`config.mk`:
```
export PLATFORM = sky130hd
export DESIGN_NAME = extruder_stall_detector
export DESIGN_NICKNAME = d
export VERILOG_FILES = /design/src/rtl/esd_pkg.sv /design/src/rtl/extruder_stall_detector.sv /design/src/rtl/esd_filter.sv /design/src/rtl/esd_flags.sv
export SDC_FILE = /design/constraint.sdc
export NUM_CORES = 1
export LEC_CHECK = 0
export BUFFER_PORTS_ARGS = -buffer_cell sky130_fd_sc_hd__buf_2
export CORE_MARGIN = 1.5
export CORE_UTILIZATION = 30
export DETAILED_ROUTE_END_ITERATION = 10
export SLEW_MARGIN = 25
export SYNTH_ARGS = -nofsm -noshare
export SYNTH_HDL_FRONTEND = slang
export SYNTH_HIERARCHICAL = 1
export SYNTH_SLANG_ARGS = --single-unit
```
`constraint.sdc`:
```
create_clock -name clk_i -period 13.1 [get_ports clk_i]
set_clock_uncertainty 0.05 [all_clocks]
set_input_delay 1.965 -clock clk_i [delete_from_list [all_inputs] [get_ports clk_i]]
set_output_delay 1.965 -clock clk_i [all_outputs]
set_load 0.02 [all_outputs]
```
`src/rtl/esd_pkg.sv`:
```
package esd_pkg;

  // Sample and coefficient format
  localparam int SAMPLE_W       = 24;
  localparam int COEF_FRAC_BITS = 16;
  localparam int COEF_SHIFT     = 24 - COEF_FRAC_BITS;
  // Coefficients stay below one, so frac bits plus a sign bit suffice
  localparam int COEF_W         = COEF_FRAC_BITS + 1;

  // Coefficients held with 24 fraction bits, rounded to nearest
  localparam longint K1_Q24 = 64'd3254463;
  localparam longint K2_Q24 = 64'd9936457;
  localparam longint K1_VAL = (((K1_Q24 << 1) >> COEF_SHIFT) + 1) >> 1;
  localparam longint K2_VAL = (((K2_Q24 << 1) >> COEF_SHIFT) + 1) >> 1;

  // Filter datapath widths
  localparam int DIFF_W = SAMPLE_W + 1;
  localparam int PROD_W = DIFF_W + COEF_W;
  localparam int Y_W    = PROD_W + 1;

  // Configuration registers
  localparam int THRESH_W  = 42;
  localparam int CMP_W     = (Y_W > THRESH_W) ? Y_W : THRESH_W;
  localparam int CFG_IDX_W = 2;
  localparam int CFG_DATA_W = THRESH_W;
  localparam logic [CFG_IDX_W-1:0] REG_THRESHOLD = 2'd0;
  localparam logic [CFG_IDX_W-1:0] REG_ENABLE    = 2'd1;

  typedef enum logic {
    OP_SAMPLE = 1'b0,
    OP_EVAL   = 1'b1
  } esd_op_e;

  // Evaluate command fields of the staged input word
  typedef struct packed {
    esd_op_e op;
    logic    moving;
    logic    pushing;
    logic    blocked;
  } esd_cmd_t;

  // Result word
  typedef struct packed {
    logic report;
    logic suppressed;
    logic detected;
  } esd_result_t;

endpackage

```
`src/rtl/extruder_stall_detector.sv`:
```
// Channel | Handshake                  | Word
// in      | in_valid_i / in_ready_o    | opcode, sample_value, extruder flags, blocked
// out     | out_valid_o / out_ready_i  | stall_report, stall_suppressed, detected_flag
// cfg     | cfg_valid_i / cfg_ready_o  | cfg_index_i, cfg_data_i
//
// One word per cycle sustained while the output is not stalled; a word moves from the
// input register into the result register, which drives the output directly.
// The filter and flag update sit between the input and result registers.
// Reset clears delay line, flags, settings and both valid bits at once.
// An output stall holds the result; the input register still takes one more word.
// A register write waits while a staged word moves into the result register.
module extruder_stall_detector (
  input  logic                                clk_i,
  input  logic                                rst_ni,
  input  logic                                in_valid_i,
  output logic                                in_ready_o,
  input  logic                                opcode_i,
  input  logic signed [esd_pkg::SAMPLE_W-1:0] sample_value_i,
  input  logic                                extruder_moving_i,
  input  logic                                extruder_pushing_i,
  input  logic                                report_blocked_i,
  output logic                                out_valid_o,
  input  logic                                out_ready_i,
  output logic                                stall_report_o,
  output logic                                stall_suppressed_o,
  output logic                                detected_flag_o,
  input  logic                                cfg_valid_i,
  output logic                                cfg_ready_o,
  input  logic [esd_pkg::CFG_IDX_W-1:0]       cfg_index_i,
  input  logic [esd_pkg::CFG_DATA_W-1:0]      cfg_data_i
);

  logic                                in_valid_q;
  esd_pkg::esd_cmd_t                   cmd_q;
  logic signed [esd_pkg::SAMPLE_W-1:0] sample_q;
  logic                                out_valid_q;
  esd_pkg::esd_result_t                result_q;
  esd_pkg::esd_result_t                result_d;
  logic                                advance;
  logic                                step;
  logic                                hit;
  logic signed [esd_pkg::THRESH_W-1:0] threshold;

  // Staged word moves on when the result register is free or draining
  assign advance     = !out_valid_q || out_ready_i;
  assign step        = in_valid_q && advance;
  assign in_ready_o  = !in_valid_q || advance;
  assign cfg_ready_o = !step;

  // Input register
  always_ff @(posedge clk_i or negedge rst_ni) begin
    if (!rst_ni) begin
      in_valid_q <= 1'b0;
    end else if (in_ready_o) begin
      in_valid_q <= in_valid_i;
    end
  end

  always_ff @(posedge clk_i) begin
    if (in_ready_o && in_valid_i) begin
      cmd_q.op      <= esd_pkg::esd_op_e'(opcode_i);
      cmd_q.moving  <= extruder_moving_i;
      cmd_q.pushing <= extruder_pushing_i;
      cmd_q.blocked <= report_blocked_i;
      sample_q      <= sample_value_i;
    end
  end

  esd_filter u_filter (
    .clk_i       (clk_i),
    .rst_ni      (rst_ni),
    .step_i      (step && cmd_q.op == esd_pkg::OP_SAMPLE),
    .sample_i    (sample_q),
    .threshold_i (threshold),
    .hit_o       (hit)
  );

  esd_flags u_flags (
    .clk_i       (clk_i),
    .rst_ni      (rst_ni),
    .cfg_valid_i (cfg_valid_i && cfg_ready_o),
    .cfg_index_i (cfg_index_i),
    .cfg_data_i  (cfg_data_i),
    .step_i      (step),
    .cmd_i       (cmd_q),
    .hit_i       (hit),
    .threshold_o (threshold),
    .result_o    (result_d)
  );

  // Result register
  always_ff @(posedge clk_i or negedge rst_ni) begin
    if (!rst_ni) begin
      out_valid_q <= 1'b0;
    end else if (advance) begin
      out_valid_q <= in_valid_q;
    end
  end

  always_ff @(posedge clk_i) begin
    if (step) begin
      result_q <= result_d;
    end
  end

  assign out_valid_o        = out_valid_q;
  assign stall_report_o     = result_q.report;
  assign stall_suppressed_o = result_q.suppressed;
  assign detected_flag_o    = result_q.detected;

endmodule

```
`src/rtl/esd_filter.sv`:
```
module esd_filter (
  input  logic                                clk_i,
  input  logic                                rst_ni,
  input  logic                                step_i,
  input  logic signed [esd_pkg::SAMPLE_W-1:0] sample_i,
  input  logic signed [esd_pkg::THRESH_W-1:0] threshold_i,
  output logic                                hit_o
);

  localparam logic signed [esd_pkg::COEF_W-1:0] K1 = esd_pkg::COEF_W'(esd_pkg::K1_VAL);
  localparam logic signed [esd_pkg::COEF_W-1:0] K2 = esd_pkg::COEF_W'(esd_pkg::K2_VAL);

  // taps_q[0] oldest, taps_q[3] newest stored sample
  logic signed [esd_pkg::SAMPLE_W-1:0] taps_q [4];
  logic signed [esd_pkg::DIFF_W-1:0]   diff_outer;
  logic signed [esd_pkg::DIFF_W-1:0]   diff_inner;
  logic signed [esd_pkg::PROD_W-1:0]   prod_outer;
  logic signed [esd_pkg::PROD_W-1:0]   prod_inner;
  logic signed [esd_pkg::Y_W-1:0]      y;

  // Antisymmetric FIR: fold taps, then two constant multiplies
  always_comb begin
    diff_outer = esd_pkg::DIFF_W'(taps_q[0]) - esd_pkg::DIFF_W'(sample_i);
    diff_inner = esd_pkg::DIFF_W'(taps_q[1]) - esd_pkg::DIFF_W'(taps_q[3]);
    prod_outer = esd_pkg::PROD_W'(diff_outer) * esd_pkg::PROD_W'(K1);
    prod_inner = esd_pkg::PROD_W'(diff_inner) * esd_pkg::PROD_W'(K2);
    y          = esd_pkg::Y_W'(prod_outer) + esd_pkg::Y_W'(prod_inner);
    hit_o      = esd_pkg::CMP_W'(y) > esd_pkg::CMP_W'(threshold_i);
  end

  // Delay line shifts on each sample word
  always_ff @(posedge clk_i or negedge rst_ni) begin
    if (!rst_ni) begin
      for (int i = 0; i < 4; i++) taps_q[i] <= '0;
    end else if (step_i) begin
      taps_q[0] <= taps_q[1];
      taps_q[1] <= taps_q[2];
      taps_q[2] <= taps_q[3];
      taps_q[3] <= sample_i;
    end
  end

endmodule

```
`src/rtl/esd_flags.sv`:
```
module esd_flags (
  input  logic                                  clk_i,
  input  logic                                  rst_ni,
  input  logic                                  cfg_valid_i,
  input  logic [esd_pkg::CFG_IDX_W-1:0]         cfg_index_i,
  input  logic [esd_pkg::CFG_DATA_W-1:0]        cfg_data_i,
  input  logic                                  step_i,
  input  esd_pkg::esd_cmd_t                     cmd_i,
  input  logic                                  hit_i,
  output logic signed [esd_pkg::THRESH_W-1:0]   threshold_o,
  output esd_pkg::esd_result_t                  result_o
);

  logic signed [esd_pkg::THRESH_W-1:0] threshold_q;
  logic enable_q,   enable_d;
  logic detected_q, detected_d;
  logic reported_q, reported_d;

  assign threshold_o = threshold_q;

  // Flag update and result for the word in flight, config writes otherwise
  always_comb begin
    enable_d   = enable_q;
    detected_d = detected_q;
    reported_d = reported_q;
    result_o   = '0;
    if (step_i) begin
      unique case (cmd_i.op)
        esd_pkg::OP_SAMPLE: begin
          if (hit_i) detected_d = 1'b1;
        end
        esd_pkg::OP_EVAL: begin
          if (!cmd_i.moving || !cmd_i.pushing) begin
            detected_d = 1'b0;
            reported_d = 1'b0;
          end else if (detected_q && !cmd_i.blocked && !reported_q) begin
            reported_d          = 1'b1;
            result_o.report     = enable_q;
            result_o.suppressed = !enable_q;
          end
        end
        default: ;
      endcase
    end else if (cfg_valid_i && cfg_index_i == esd_pkg::REG_ENABLE) begin
      enable_d = cfg_data_i[0];
      // rising enable starts a fresh detection
      if (cfg_data_i[0] && !enable_q) begin
        detected_d = 1'b0;
        reported_d = 1'b0;
      end
    end
    result_o.detected = detected_d;
  end

  always_ff @(posedge clk_i or negedge rst_ni) begin
    if (!rst_ni) begin
      threshold_q <= '0;
      enable_q    <= 1'b0;
      detected_q  <= 1'b0;
      reported_q  <= 1'b0;
    end else begin
      enable_q   <= enable_d;
      detected_q <= detected_d;
      reported_q <= reported_d;
      if (cfg_valid_i && cfg_index_i == esd_pkg::REG_THRESHOLD) begin
        threshold_q <= cfg_data_i;
      end
    end
  end

endmodule

```
==> impl_metrics.json, run 1 <==
{
  "fin_crit_ps": 12470,
  "dr.pass1.iters": 5,
  "synth.avg_cell_area_sq_um": 9.80,
  "tritoncts": "done",
  "start_kind": "flop",
  "drc": 0,
  "r2r_start": "u_filter/taps_q[0]",
  "yosysTopAreaCell": "fa_1",
  "die_w_um": 297,
  "grt_overflow": 0,
  "r2r_cells": 53,
  "finalNetCount": 3570,
  "whs_endpoint": "u_filter/taps_q[62]",
  "critPathMaxStageDelay_ps": 550,
  "cts.sinks": 174,
  "ys_ff_latch": 174,
  "hold_path.class": "reg -> reg",
  "grt_pass1_wl_um": 94800,
  "place_area_sq_um": 27800,
  "cts_buffers": 17,
  "portBuffers": 82,
  "syn_inst": 2641,
  "setup_tns_ps": 0,
  "worstPathRequired_ps": 13270,
  "drt_iter0_drc": 724,
  "place.gp.congestion": 0.894,
  "maxSlewViolCount": 0,
  "maxCapViolCount": 0,
  "initial_core_util_pct": 30.4,
  "routed_wl_um": 59200,
  "place_hpwl_um": 50900,
  "setup_viol": 0,
  "worstMarginPinSlew_ps": 1030,
  "r2r-end": "detected_flag_o",
  "rows": 107,
  "synth_top_area_share_pct": 22.5,
  "routed-via-count": 17600,
  "max_freq_mhz": 80.2,
  "synth_area_leaders": "fa_1 (23%), ha_1 (21%), dfrtp_1 (14%)",
  "clk_pin_slew_ps": 80,
  "netlist_area_sq_um": 25900,
  "synth-main-ff-cell": "dfrtp_1",
  "cts_buffer_depth": 2,
  "area_growth_pct": 11.8,
  "coreArea_sq_um": 85300,
  "hp-start": "u_filter/taps_q[38]",
  "finalCritPeriodShare_pct": 95.2,
  "grt_usage_pct": 13.5,
  "end_kind": "flop",
  "synth_edf_count": 31,
  "grt_antenna_before_repair": 0,
  "wl_per_cell_um": 15.1,
  "r2r_slack_ps": 630,
  "stdcell_area_sq_um": 28900,
  "grt_pass1_vias": 18100,
  "clock_latency_ps": 500,
  "path_max_fanout": 8,
  "grt_max_degree": 75,
  "diodes": 0,
  "status": "completed",
  "ctsHtreeMaxLevel": 4,
  "critPathArrivalTime_ps": 12640,
  "holdPathStages": 1,
  "hold_violations": 0,
  "dieArea_sq_um": 88100,
  "yosysSeqAreaShare_pct": 17.4,
  "drive_above_1_share_pct": 14.0,
  "crit_type": "reg -> reg",
  "viasPerCell": 4.49,
  "synthTopCellsByCount": "inv_1 (637), ha_1 (441), fa_1 (291)",
  "synth_most_common_cell": "inv_1",
  "slew_headroom_pct": 31.0,
  "die_h_um": 297,
  "synth.distinct_cells": 84,
  "root_buffer": "clkbuf_16",
  "rsz0062_at_grt": "false",
  "ant_nets": 0,
  "slowest_stage": "or4_1",
  "holdWs_ps": 434,
  "yosysWarnings": 6,
  "ios": 83,
  "syn-num-nets": 3450,
  "synthArstFlopShare_pct": 82.2
}
==> cell families after synthesis <==
logic type | count (synthesis) | share of synthesized area (%)
AOI/OAI and AO/OA | 440 | 11.1
xor gates and xnor gates | 157 | 5.66
adders and majority gates | 732 | 43.8
buffers and inverters | 671 | 9.92
DFF | 174 | 17.4
muxes | 118 | 5.26
other | 1 | 0.0145
and+or+nand+nor | 348 | 6.76
==> metal layers <==
metal	global-route usage, %	up-vias	share of wire, %
li1	-	8871	-
met2	22.0	206	45
met5	0	-	0
met1	18.5	8457	50
met3	1.95	46	2.8
met4	4.00	0	2.0
==> state kept, by name (all words and copies together), names as in the netlist <==
| register | flops |
|---|---|
| cmd_q | 4 |
| detected_flag_o | 1 |
| in_valid_q | 1 |
| out_valid_o | 1 |
| sample_q | 24 |
| stall_report_o | 1 |
| stall_suppressed_o | 1 |
| u_filter/taps_q | 96 |
| u_flags/detected_q | 1 |
| u_flags/enable_q | 1 |
| u_flags/reported_q | 1 |
| u_flags/threshold_o | 42 |
==> repair_timing <==
item | in CTS | in global routing
endpoints found under the setup margin | 1 | 2
gates resized for setup | 4 | 81
gates cloned | 0 | 0
pin swaps | 1 | 46
hold buffers | 0 | 0
buffers inserted | 2 | 21
endpoints found under the hold margin | 0 | 0
==> layout make-up <==
type	instances	area, sq um
clock buffers	21	472
clock inverters	11	124
fillers	8690	56300
inverters	637	2390
multi-input cells	1796	19200
flip-flops and latches	174	4510
well taps	1144	1430
repair buffers	135	815
==> per-stage QoR <==
stage          util [%]  instances  setup slack [ps]
4_1_cts            33.3       3897              1.41
3_5_place_dp       32.6       3863             -65.2
2_1_floorplan         -       2641               918
5_1_grt            33.9       3918              7.65
6_report           33.9       3918               631
3_3_place_gp       32.6       3863              25.2
==> worst max-delay path: cells and delay by family, from the launching register on <==
kind,cells,cell delay (ps)
adders and majority gates,14,5570
AOI/OAI and AO/OA,17,2940
and+or+nand+nor,10,2070
buffers and inverters,8,620
xor gates and xnor gates,4,550
DFF,1,420
==> worst max path at each step <==
stage | slack [ps] | from | depth (start not counted) | to
2_1_floorplan | 920 | u_filter/taps_q[0] | 53 | detected_flag_o
5_1_grt | 8 | u_filter/taps_q[0] | 54 | detected_flag_o
3_3_place_gp | 30 | u_filter/taps_q[0] | 54 | detected_flag_o
6_report | 630 | u_filter/taps_q[0] | 53 | detected_flag_o
4_1_cts | 1 | u_filter/taps_q[0] | 54 | detected_flag_o
3_5_place_dp | -70 | u_filter/taps_q[48] | 55 | detected_flag_o
==> cell usage in the layout (no fill, tap or decap), drive strengths merged, types with 12 or more instances in the layout <==
master,instances
nor2b,25
nand2,83
nand2b,17
o21bai,22
xor2,49
nor3,31
nand4,16
o21a,17
nand3,31
mux2,114
a31oi,13
a21oi,127
dfrtp,143
nor2,86
and3,15
edfxtp,31
xnor2,108
buf,135
ha,441
clkbuf,21
a211oi,19
inv,643
o21ai,102
a21o,77
and2,12
fa,291
Power of run 1 is not shown: default switching activity piles up to over one toggle a cycle in this logic, so the estimate is an artifact.
==> run 2: changes to the inputs <==
--- a/config.mk
+++ b/config.mk
@@ -6,8 +6,10 @@
 export NUM_CORES = 1
 export LEC_CHECK = 0
 export BUFFER_PORTS_ARGS = -buffer_cell sky130_fd_sc_hd__buf_2
+export CORE_ASPECT_RATIO = 0.7
 export CORE_MARGIN = 1.5
 export CORE_UTILIZATION = 30
+export CTS_BUF_LIST = sky130_fd_sc_hd__clkbuf_8 sky130_fd_sc_hd__clkbuf_16
 export DETAILED_ROUTE_END_ITERATION = 10
 export SLEW_MARGIN = 25
 export SYNTH_ARGS = -nofsm -noshare
==> run 2 against run 1 <==
Against the previous run:
- sequential cell count did not move
- critical path depth fell by 2
- first-iteration DRC count rose by 51%
- routed wire length rose by 2.8%
- non-clock buffer count rose by 6
- worst setup slack got worse by 21 ps
- final cell count barely moved
- register-to-register slack got worse by 20 ps
- largest cell class unchanged
- sequential share of layout area fell by 0.088 points
==> impl_metrics.json, run 2 (synthesis results as in run 1) <==
{
  "status": "completed",
  "dieArea_sq_um": 88100,
  "hold_violations": 0,
  "critPathMaxStageDelay_ps": 550,
  "maxSlewViolCount": 0,
  "maxCapViolCount": 0,
  "clock_latency_ps": 480,
  "grt_antenna_before_repair": 3,
  "coreArea_sq_um": 84900,
  "cts.sinks": 174,
  "end_kind": "flop",
  "ant_nets": 0,
  "fin_crit_ps": 12490,
  "place.gp.congestion": 0.892,
  "grt_pass1_vias": 17800,
  "rows": 89,
  "ios": 83,
  "viasPerCell": 4.67,
  "path_max_fanout": 9,
  "finalCritPeriodShare_pct": 95.3,
  "grt_usage_pct": 14.0,
  "nFillCells": 8695,
  "initial_core_util_pct": 30.5,
  "diodes": 0,
  "cts_buffer_depth": 2,
  "drc": 0,
  "clk_pin_slew_ps": 80,
  "dr.pass1.iters": 5,
  "cts_buffers": 17,
  "crit_type": "reg -> reg",
  "largest_reg_flops": 96,
  "ctsHtreeMaxLevel": 4,
  "grt_overflow": 0,
  "cts_hold_buf": 0,
  "critPathArrivalTime_ps": 12650,
  "area_growth_pct": 12.4,
  "worstPathRequired_ps": 13260,
  "place_hpwl_um": 51800,
  "grt_max_degree": 87,
  "drive_above_1_share_pct": 14.5,
  "grt_pass1_wl_um": 97000,
  "root_buffer": "clkbuf_16",
  "worstMarginPinSlew_ps": 945,
  "drt_iter0_drc": 1091,
  "start_kind": "flop",
  "final_common_cell": "inv_1",
  "final_core_util_pct": 34.3,
  "final_cell_mix": "inv_1 (637), ha_1 (429), fa_1 (290), dfrtp_1 (143), a21oi_1 (109)",
  "hold_path.class": "reg -> reg",
  "portBuffers": 82,
  "dp_slack_ps": -114,
  "setup_viol": 0,
  "stdcell_area_sq_um": 29100,
  "max_freq_mhz": 80.1,
  "slew_headroom_pct": 36.4,
  "slowest_stage": "or4_4",
  "tritoncts": "done",
  "r2r_slack_ps": 610,
  "wl_per_cell_um": 15.5,
  "place_area_sq_um": 27800,
  "die_w_um": 354,
  "routed-via-count": 18300,
  "worst_slack_ps": 609,
  "finalNetCount": 3576,
  "routed_wl_um": 60800,
  "die_h_um": 249,
  "top_register": "u_filter/taps_q"
}
-- run 2: what timing repair did --
action	in CTS	in global routing
resized for setup	4	93
pin swaps	0	44
buffers inserted	0	22
endpoints found under the setup margin	2	2
-- run 2: per-stage QoR --
stage          setup TNS (ps)  hold slack, ps  instances
2_1_floorplan               0             399       2641
3_3_place_gp                0             416       3863
3_5_place_dp             -114             416       3863
4_1_cts                     0             436       3895
5_1_grt                 -24.1             459       3917
6_report                    0             431       3917
-- run 2: cell type report --
cell class                      count  area [sq um]  area share, %
Sequential cell                   174          4510           15.5
Multi-Input combinational cell   1796         19300           66.3
Timing Repair Buffer              141           863           2.97
Clock inverter                     14           178          0.610
Clock buffer                       18           439           1.51
Tap cell                         1137          1420           4.89
Inverter                          637          2390           8.22
-- run 2: final timing paths --
check                                    from                     end  cells after the start
max                        u_filter/taps_q[1]         detected_flag_o                     51
min                               sample_q[3]      u_filter/taps_q[3]                      2
max reg2reg                u_filter/taps_q[1]         detected_flag_o                     51
min reg2reg                       sample_q[3]      u_filter/taps_q[3]                      2
max in group asynchronous              rst_ni      u_filter/taps_q[5]                      2
min in group asynchronous              rst_ni  u_flags/threshold_o[3]                      1
-- run 2: layer usage --
metal | vias to the layer above | wire [um] | GRT usage (%)
met5 | - | 0 | 0
met4 | 0 | 454 | 2.08
met3 | 17 | 3910 | 2.92
met2 | 391 | 25400 | 19.6
met1 | 8988 | 31100 | 22.0
li1 | 8883 | - | -
-- run 2: worst max-delay path: cells and delay by family (launching register included) --
kind / cells / cell delay, ps
XOR/XNOR: 2 / 330
flip-flops: 1 / 360
buffers and inverters: 6 / 410
AND/OR/NAND/NOR: 11 / 2500
adder cells (fa/ha/maj): 13 / 4800
AO/OA/AOI/OAI: 19 / 3770
Power of run 2 is left out for the same reason.
